## src/rtl/bcm_pkg.sv

```systemverilog
// Shared types, constants and codes of the binary code modulation LED driver.
package bcm_pkg;

  localparam int CHANNELS_DEF   = 32;
  localparam int PLANES_DEF     = 14;
  localparam int INPUT_BITS_DEF = 16;

  // input operation codes
  localparam logic [1:0] OP_WRITE  = 2'd0;
  localparam logic [1:0] OP_COMMIT = 2'd1;
  localparam logic [1:0] OP_TICK   = 2'd2;

  // configuration register indexes
  localparam logic [1:0] REG_BASE_STEP   = 2'd0;
  localparam logic [1:0] REG_TRANSFER    = 2'd1;
  localparam logic [1:0] REG_RESET_LEN   = 2'd2;
  localparam logic [1:0] REG_CORRECTION  = 2'd3;

  localparam logic [2:0] BASE_STEP_RST   = 3'd4;
  localparam logic [9:0] TRANSFER_RST    = 10'd120;
  localparam logic [9:0] RESET_LEN_RST   = 10'd40;
  localparam logic [3:0] CORRECTION_RST  = 4'd2;

  localparam logic [15:0] RELOAD_MAX = 16'hffff;
  localparam logic [9:0]  DATA_COMPARE = 10'd1;

  typedef struct packed {
    logic [1:0]  operation;
    logic [4:0]  channel;
    logic [15:0] brightness;
  } req_t;

  typedef struct packed {
    logic        data_phase;
    logic [31:0] plane_data;
    logic [3:0]  plane_index;
    logic [15:0] reload_value;
    logic [9:0]  compare_value;
  } rsp_t;

  // command kinds held in the queue
  localparam logic [1:0] CMD_WRITE  = 2'd0;
  localparam logic [1:0] CMD_COMMIT = 2'd1;
  localparam logic [1:0] CMD_TICK   = 2'd2;

  typedef struct packed {
    logic [1:0]  kind;
    logic [4:0]  channel;
    logic [15:0] brightness;
  } cmd_t;

  typedef struct packed {
    logic [2:0] base_step;
    logic [9:0] transfer_allowance;
    logic [9:0] reset_length;
    logic [3:0] period_correction;
  } cfg_t;

endpackage

```

## src/rtl/bcm_queue.sv

```systemverilog
// Two-entry command queue between the front and back parts.
module bcm_queue
  import bcm_pkg::*;
(
  input  logic clk,
  input  logic rst,
  input  logic push,
  input  cmd_t push_cmd,
  output logic full,
  input  logic pop,
  output logic empty,
  output cmd_t head
);

  localparam int DEPTH = 2;
  localparam int PW    = $clog2(DEPTH);

  cmd_t            mem [DEPTH];
  logic [PW-1:0]   wr_ptr;
  logic [PW-1:0]   rd_ptr;
  logic [PW:0]     count;

  assign full  = (count == (PW+1)'(DEPTH));
  assign empty = (count == '0);
  assign head  = mem[rd_ptr];

  always_ff @(posedge clk) begin
    if (push && !full) begin
      mem[wr_ptr] <= push_cmd;
    end
  end

  always_ff @(posedge clk) begin
    if (rst) begin
      wr_ptr <= '0;
      rd_ptr <= '0;
      count  <= '0;
    end else begin
      if (push && !full) begin
        wr_ptr <= wr_ptr + 1'b1;
      end
      if (pop && !empty) begin
        rd_ptr <= rd_ptr + 1'b1;
      end
      case ({push && !full, pop && !empty})
        2'b10:   count <= count + 1'b1;
        2'b01:   count <= count - 1'b1;
        default: count <= count;
      endcase
    end
  end

endmodule

```

## src/rtl/bcm_front.sv

```systemverilog
// Front part: takes request items, drops the ones with no effect, queues the rest.
module bcm_front
  import bcm_pkg::*;
#(
  parameter int CHANNELS = CHANNELS_DEF
) (
  input  req_t req,
  input  logic req_valid,
  output logic req_ready,
  input  logic q_full,
  output logic push,
  output cmd_t push_cmd
);

  logic keep;

  assign req_ready = !q_full;

  always_comb begin
    keep              = 1'b0;
    push_cmd.kind     = CMD_WRITE;
    push_cmd.channel  = req.channel;
    push_cmd.brightness = req.brightness;
    case (req.operation)
      OP_WRITE: begin
        // writes beyond the channel count are ignored
        keep          = ({1'b0, req.channel} < 6'(CHANNELS));
        push_cmd.kind = CMD_WRITE;
      end
      OP_COMMIT: begin
        keep          = 1'b1;
        push_cmd.kind = CMD_COMMIT;
      end
      OP_TICK: begin
        keep          = 1'b1;
        push_cmd.kind = CMD_TICK;
      end
      default: keep = 1'b0;
    endcase
  end

  assign push = req_valid && req_ready && keep;

endmodule

```

## src/rtl/bcm_back.sv

```systemverilog
// Back part: brightness stores, plane selection and timer value generation.
module bcm_back
  import bcm_pkg::*;
#(
  parameter int CHANNELS   = CHANNELS_DEF,
  parameter int PLANES     = PLANES_DEF,
  parameter int INPUT_BITS = INPUT_BITS_DEF
) (
  input  logic clk,
  input  logic rst,
  input  cfg_t cfg,
  input  logic q_empty,
  input  cmd_t head,
  output logic pop,
  output rsp_t rsp,
  output logic rsp_valid,
  input  logic rsp_ready
);

  logic [INPUT_BITS-1:0] staging [CHANNELS];
  logic [PLANES-1:0]     display [CHANNELS];
  logic [PLANES-1:0]     disp_conv [CHANNELS];
  logic [3:0]            bit_index;
  logic                  phase_flag;
  logic [31:0]           plane;
  logic [18:0]           shifted;
  logic [18:0]           reload_sum;
  logic [15:0]           reload_sat;
  logic [4:0]            index_inc;
  logic                  out_free;

  assign out_free = !rsp_valid || rsp_ready;
  assign pop = !q_empty && ((head.kind != CMD_TICK) || out_free);

  genvar j;
  generate
    for (j = 0; j < CHANNELS; j++) begin : g_chan
      logic [15:0] disp_wide;
      if (INPUT_BITS >= PLANES) begin : g_narrow
        assign disp_conv[j] = staging[j][INPUT_BITS-1 -: PLANES];
      end else begin : g_wide
        assign disp_conv[j] = {staging[j], {(PLANES-INPUT_BITS){1'b0}}};
      end
      assign disp_wide = 16'(display[j]);
      assign plane[j]  = disp_wide[bit_index];

      always_ff @(posedge clk) begin
        if (rst) begin
          staging[j] <= '0;
          display[j] <= '0;
        end else if (pop) begin
          if (head.kind == CMD_WRITE && head.channel == 5'(j)) begin
            staging[j] <= head.brightness[INPUT_BITS-1:0];
          end
          if (head.kind == CMD_COMMIT) begin
            display[j] <= disp_conv[j];
          end
        end
      end
    end
    if (CHANNELS < 32) begin : g_pad
      assign plane[31:CHANNELS] = '0;
    end
  endgenerate

  assign shifted    = 19'(cfg.base_step) << bit_index;
  assign reload_sum = 19'(cfg.transfer_allowance) + 19'(cfg.period_correction) + shifted;
  assign reload_sat = (|reload_sum[18:16]) ? RELOAD_MAX : reload_sum[15:0];
  assign index_inc  = {1'b0, bit_index} + 5'd1;

  always_ff @(posedge clk) begin
    if (rst) begin
      bit_index  <= '0;
      phase_flag <= 1'b0;
      rsp_valid  <= 1'b0;
    end else begin
      if (rsp_valid && rsp_ready) begin
        rsp_valid <= 1'b0;
      end
      if (pop && head.kind == CMD_TICK) begin
        rsp_valid  <= 1'b1;
        phase_flag <= !phase_flag;
        if (!phase_flag) begin
          bit_index <= (index_inc >= 5'(PLANES)) ? 4'd0 : index_inc[3:0];
        end
      end
    end
  end

  always_ff @(posedge clk) begin
    if (pop && head.kind == CMD_TICK) begin
      rsp.plane_index <= bit_index;
      if (!phase_flag) begin
        // entering the data phase: emit the plane, timer holds the reset length
        rsp.data_phase    <= 1'b1;
        rsp.plane_data    <= plane;
        rsp.reload_value  <= 16'(cfg.reset_length);
        rsp.compare_value <= DATA_COMPARE;
      end else begin
        rsp.data_phase    <= 1'b0;
        rsp.plane_data    <= '0;
        rsp.reload_value  <= reload_sat;
        rsp.compare_value <= cfg.transfer_allowance;
      end
    end
  end

endmodule

```

## src/rtl/binary_code_modulation_led_driver.sv

```systemverilog
// Top level of the binary code modulation LED driver.
//
// Request channel (req_valid/req_ready/req): write items store a brightness for
// one channel in the staging store, commit items copy staging into the display
// store (top PLANES bits), tick items toggle between data and reset phase.
// Response channel (rsp_valid/rsp_ready/rsp): one item per tick; writes,
// commits and unknown operations give none.
// Configuration channel (cfg_valid/cfg_ready/cfg_index/cfg_data): always ready;
// the user is to write it only while the block is idle; the block does not enforce it.
// A tick's response passes through the two-entry queue and then the output register.
// Throughput: one item per cycle while the response side keeps up; the back part
// carries out every item, commit included, as it pops it from the queue.
// A stalled response holds the output register; ticks then wait in the queue
// and requests stall once it is full, while writes and commits ahead keep going.
// Reset clears both stores, bit index and phase, and restores register defaults.
module binary_code_modulation_led_driver
  import bcm_pkg::*;
#(
  parameter int CHANNELS   = CHANNELS_DEF,
  parameter int PLANES     = PLANES_DEF,
  parameter int INPUT_BITS = INPUT_BITS_DEF
) (
  input  logic       clk,
  input  logic       rst,
  input  logic       req_valid,
  output logic       req_ready,
  input  req_t       req,
  output logic       rsp_valid,
  input  logic       rsp_ready,
  output rsp_t       rsp,
  input  logic       cfg_valid,
  output logic       cfg_ready,
  input  logic [1:0] cfg_index,
  input  logic [9:0] cfg_data
);

  cfg_t cfg;
  logic push;
  cmd_t push_cmd;
  logic q_full;
  logic q_empty;
  logic pop;
  cmd_t head;

  assign cfg_ready = 1'b1;

  always_ff @(posedge clk) begin
    if (rst) begin
      cfg.base_step          <= BASE_STEP_RST;
      cfg.transfer_allowance <= TRANSFER_RST;
      cfg.reset_length       <= RESET_LEN_RST;
      cfg.period_correction  <= CORRECTION_RST;
    end else if (cfg_valid && cfg_ready) begin
      case (cfg_index)
        REG_BASE_STEP:   cfg.base_step          <= cfg_data[2:0];
        REG_TRANSFER:    cfg.transfer_allowance <= cfg_data;
        REG_RESET_LEN:   cfg.reset_length       <= cfg_data;
        REG_CORRECTION:  cfg.period_correction  <= cfg_data[3:0];
        default:         cfg <= cfg;
      endcase
    end
  end

  bcm_front #(
    .CHANNELS (CHANNELS)
  ) u_front (
    .req       (req),
    .req_valid (req_valid),
    .req_ready (req_ready),
    .q_full    (q_full),
    .push      (push),
    .push_cmd  (push_cmd)
  );

  bcm_queue u_queue (
    .clk      (clk),
    .rst      (rst),
    .push     (push),
    .push_cmd (push_cmd),
    .full     (q_full),
    .pop      (pop),
    .empty    (q_empty),
    .head     (head)
  );

  bcm_back #(
    .CHANNELS   (CHANNELS),
    .PLANES     (PLANES),
    .INPUT_BITS (INPUT_BITS)
  ) u_back (
    .clk       (clk),
    .rst       (rst),
    .cfg       (cfg),
    .q_empty   (q_empty),
    .head      (head),
    .pop       (pop),
    .rsp       (rsp),
    .rsp_valid (rsp_valid),
    .rsp_ready (rsp_ready)
  );

endmodule

```

## config.mk

```make
export PLATFORM = sky130hd
export DESIGN_NAME = binary_code_modulation_led_driver
export DESIGN_NICKNAME = d
export VERILOG_FILES = /design/src/rtl/bcm_pkg.sv /design/src/rtl/bcm_queue.sv /design/src/rtl/bcm_front.sv /design/src/rtl/bcm_back.sv /design/src/rtl/binary_code_modulation_led_driver.sv
export SDC_FILE = /design/constraint.sdc
export NUM_CORES = 1
export LEC_CHECK = 0
export BUFFER_PORTS_ARGS = -buffer_cell sky130_fd_sc_hd__buf_2
export CAP_MARGIN = 10
export CORE_MARGIN = 3
export CORE_UTILIZATION = 60
export DETAILED_ROUTE_END_ITERATION = 16
export GPL_ROUTABILITY_DRIVEN = 0
export GPL_TIMING_DRIVEN = 0
export HOLD_SLACK_MARGIN = 0.15
export PLACE_DENSITY = 0.77
export SYNTH_ARGS = -nofsm -noshare
export SYNTH_HDL_FRONTEND = slang
export SYNTH_SLANG_ARGS = --single-unit
```

## constraint.sdc

```tcl
create_clock -name clk -period 68 [get_ports clk]
set_input_delay 10.2 -clock clk [delete_from_list [all_inputs] [get_ports clk]]
set_output_delay 10.2 -clock clk [all_outputs]
set_load 0.01 [all_outputs]
```

==> impl_metrics.json <==
{
  "cts_max_level": 3,
  "fp-row-count": 97,
  "maxCapViolations": 0,
  "first_iter_violations": 3411,
  "finalCritPeriodShare_pct": 18.69,
  "critPathArrivalTime_ns": 13.06,
  "final-hold-violation-count": 0,
  "vias": 24920,
  "startpoint_type": "input port",
  "run_status": "finished, final reports clean",
  "die_w_um": 272.3,
  "power_density_nw_per_um2": 32.71,
  "pwr-share-clk_pct": 33.5,
  "hold_path_class": "flip-flop to flip-flop",
  "clkLatencyLatePin_ns": 0.67,
  "grt_usage_pct": 28.10,
  "path_class": "input port to flip-flop",
  "ir_drop_v": 0.00002276,
  "wl_per_cell_um": 24.88,
  "tightest_slew_ns": 1.374,
  "yosys.area_share.simple_pct": 13.92,
  "min_from": "u_back.bit_index[3]",
  "ys_types": 60,
  "path_clk_slew_ns": 0.06,
  "synth_area_leaders": "edfxtp_1, and2_1, mux4_2",
  "grt_max_degree": 58,
  "holdPathEnd": "u_back.rsp[29]",
  "synth_top_family_by_area": "simple AND/OR/NAND/NOR gates",
  "cts_buffers": 101,
  "overflow": 0,
  "synth_mux_area_share_pct": 6.941,
  "ctsHoldBuffers": 0,
  "final_area_um2": 47760,
  "power_w": 0.001562,
  "p_int_w": 0.001135,
  "final_core_util_pct": 68.08,
  "grt_pass1_vias": 24570,
  "fin_nets": 3188,
  "drive_gt1_share_pct": 13.78,
  "netlist_area_um2": 42560,
  "cts_tree": "done",
  "dpl-instance-area_um2": 44650,
  "dr.pass1.iters": 6,
  "crit_required_ns": 68.35,
  "syn_nets": 2961,
  "antenna_found_initial": 3,
  "fmax_mhz": 78.68,
  "rsz0062_at_grt": "false",
  "r2r-start": "u_back.bit_index[2]",
  "avgSynthCellArea_um2": 14.67,
  "setup_viol": 0,
  "power_frac_seq_pct": 50.4,
  "worstSetupEndpointType": "flip-flop",
  "cts-resized-gates": 0,
  "rr_worst_depth": 12,
  "clkSinkCount": 1039,
  "route.antenna.remaining_nets": 0,
  "layout_setup_ws_ns": 55.29,
  "synth_warnings": 0,
  "regToRegSetupSlack_ns": 63.13,
  "fin_setup_tns_ns": 0,
  "routed_wl_mm": 103.3,
  "synthAdderAreaFrac_pct": 0.6233,
  "dieHeight_um": 272.3,
  "synth-seq-cells": 1039,
  "area_growth_pct": 12.22,
  "port_buffers": 102,
  "viasPerCell": 6.005,
  "synth_compound_gate_area_share_pct": 3.278,
  "grt_pass1_wl_mm": 150.3,
  "yosysTopAreaCell": "edfxtp_1",
  "period_needed_ns": 12.71,
  "num_io_pins": 106,
  "p_leak_nw": 17.56,
  "synth-seq-area-share_pct": 72.42,
  "synth-edff-count": 1001,
  "synth_top_area_share_pct": 70.63,
  "drc": 0,
  "skew_ns": 0.02786,
  "relSlewSlack_pct": 8.404,
  "synthFlopType": "edfxtp_1",
  "ys_async_sr_fraction_pct": 0,
  "die-area_um2": 74160,
  "switching_power_w": 0.0004271,
  "post-dp-hpwl_mm": 67.63,
  "synth-xor-area-share_pct": 0.4733,
  "drv_slew": 0,
  "cts_root_buffer": "clkbuf_16",
  "hold_depth": 0,
  "switching_share_pct": 27.34,
  "initial_core_util_pct": 60.67,
  "clk_path_buf_depth": 3,
  "synthesis.instances": 2901,
  "pwr-share-comb_pct": 16.1,
  "core_area_um2": 70150,
  "place_ws_ns": 54.72,
  "critPathMaxFanout": 33,
  "worstReg2RegEnd": "u_back.rsp[21]",
  "post_cts_buffers": 0
}
layout by cell type, fill, tap and decap left out, drive strengths merged, types with 15 or more instances in the layout:
cell type     n
nor2        569
o22ai        27
clkbuf      270
mux4         96
a21oi        70
dfxtp        38
clkinv       39
edfxtp     1001
a21o         37
nor2b        15
and2        462
a211oi       22
mux2i        78
ha           18
nand2b       19
nand2        84
xnor2        16
buf         185
inv          45
critical path, cell delays in order:
cell and delay [ns]:
buf_2 0.19, buf_1 0.49, clkbuf_1 0.62, o21bai_4 0.54, buf_12 0.31, buf_16 0.20, buf_12 0.21, buf_12 0.23
worst max path at each step:
stage | depth (start not counted) | from | slack (ns) | to
final | 8 | rst | 55.29 | u_back.display[0][166]
after global routing | 8 | rst | 55.21 | u_back.display[0][166]
after CTS | 8 | rst | 55.41 | u_back.display[0][164]
after detailed placement | 8 | rst | 54.72 | u_back.display[0][164]
after global placement | 3 | flip-flop | 38.96 | u_back.display[0][165]
after floorplan | 3 | rst | 45.08 | u_back.display[0][0]
power groups by stage:
| stage | clock network, W | logic [W] | registers (W) |
|---|---|---|---|
| 4_1_cts | 0.000527 | 0.000247 | 0.000787 |
| 3_3_place_gp | 0 | 0.000230 | 0.000842 |
| 3_5_place_dp | 0 | 0.000245 | 0.000800 |
| 5_1_grt | 0.000553 | 0.000262 | 0.000792 |
| 6_report | 0.000524 | 0.000251 | 0.000787 |
| 2_1_floorplan | 0 | 0.000138 | 0.000831 |
metal layers:
layer | part of all wire (%) | global-route usage, %
met4 | 4.6 | 13.09
met5 | 0.015 | 0
met1 | 36 | 37.16
met2 | 48 | 45.02
met3 | 12 | 6.219
through the flow:
| step | std cells | hold WS, ns |
|---|---|---|
| 2_1_floorplan | 2901 | 0.4064 |
| 3_3_place_gp | 3943 | 0.4161 |
| 4_1_cts | 4145 | 0.4522 |
| 3_5_place_dp | 3962 | 0.4367 |
| 5_1_grt | 4148 | 0.4603 |
| 6_report | 4150 | 0.4612 |
cells in the mapped netlist, types with 4 or more instances:
library cell,number
or2_2,5
nand3_1,12
buf_4,10
nand2_2,6
dfxtp_1,38
edfxtp_1,1001
mux4_2,96
a21oi_1,69
mux2i_1,78
a211oi_1,22
ha_1,18
nand2_1,78
o22ai_1,27
xor2_1,7
nor2b_1,15
and2_1,462
a21o_1,37
nand3b_1,7
a31oi_1,12
clkbuf_1,137
xnor2_1,16
buf_1,7
nor4_1,4
or3_1,5
inv_1,39
o21ai_0,10
nor2_1,567
o21a_1,4
nand2b_1,17
buf_2,42
nor3_1,6
layout make-up:
class	instances	area, um2
Sequential cell	1039	30820
Clock inverter	50	406.6
Clock buffer	133	2658
Inverter	39	148.9
Timing Repair Buffer	124	938.4
Multi-Input combinational cell	1625	10760
Fill cell	4631	22390
Tap cell	940	1176
Buffer	198	848.3
Antenna cell	2	5.005
cells by family (layout without fill, tap and decap cells):
kind of cell               count (synthesis)  count (layout)
DFF                                     1039            1039
adders and majority gates                 20              20
AOI/OAI and AO/OA                        207             207
other                                      1               3
xor gates and xnor gates                  23              23
buffers and inverters                    237             544
and+or+nand+nor                         1199            1199
muxes                                    175             175
state kept, by name, indices dropped and copies added (netlist names), named ones only:
signal and cells:
cfg 27, u_queue.count 2, u_back.rsp_valid 1, u_queue.rd_ptr 1, u_back.display 448, u_queue.wr_ptr 1
u_queue.mem 42, u_back.rsp 63, u_back.bit_index 4, u_back.staging 448, u_back.phase_flag 1
Power figures use the tool's default switching activity.
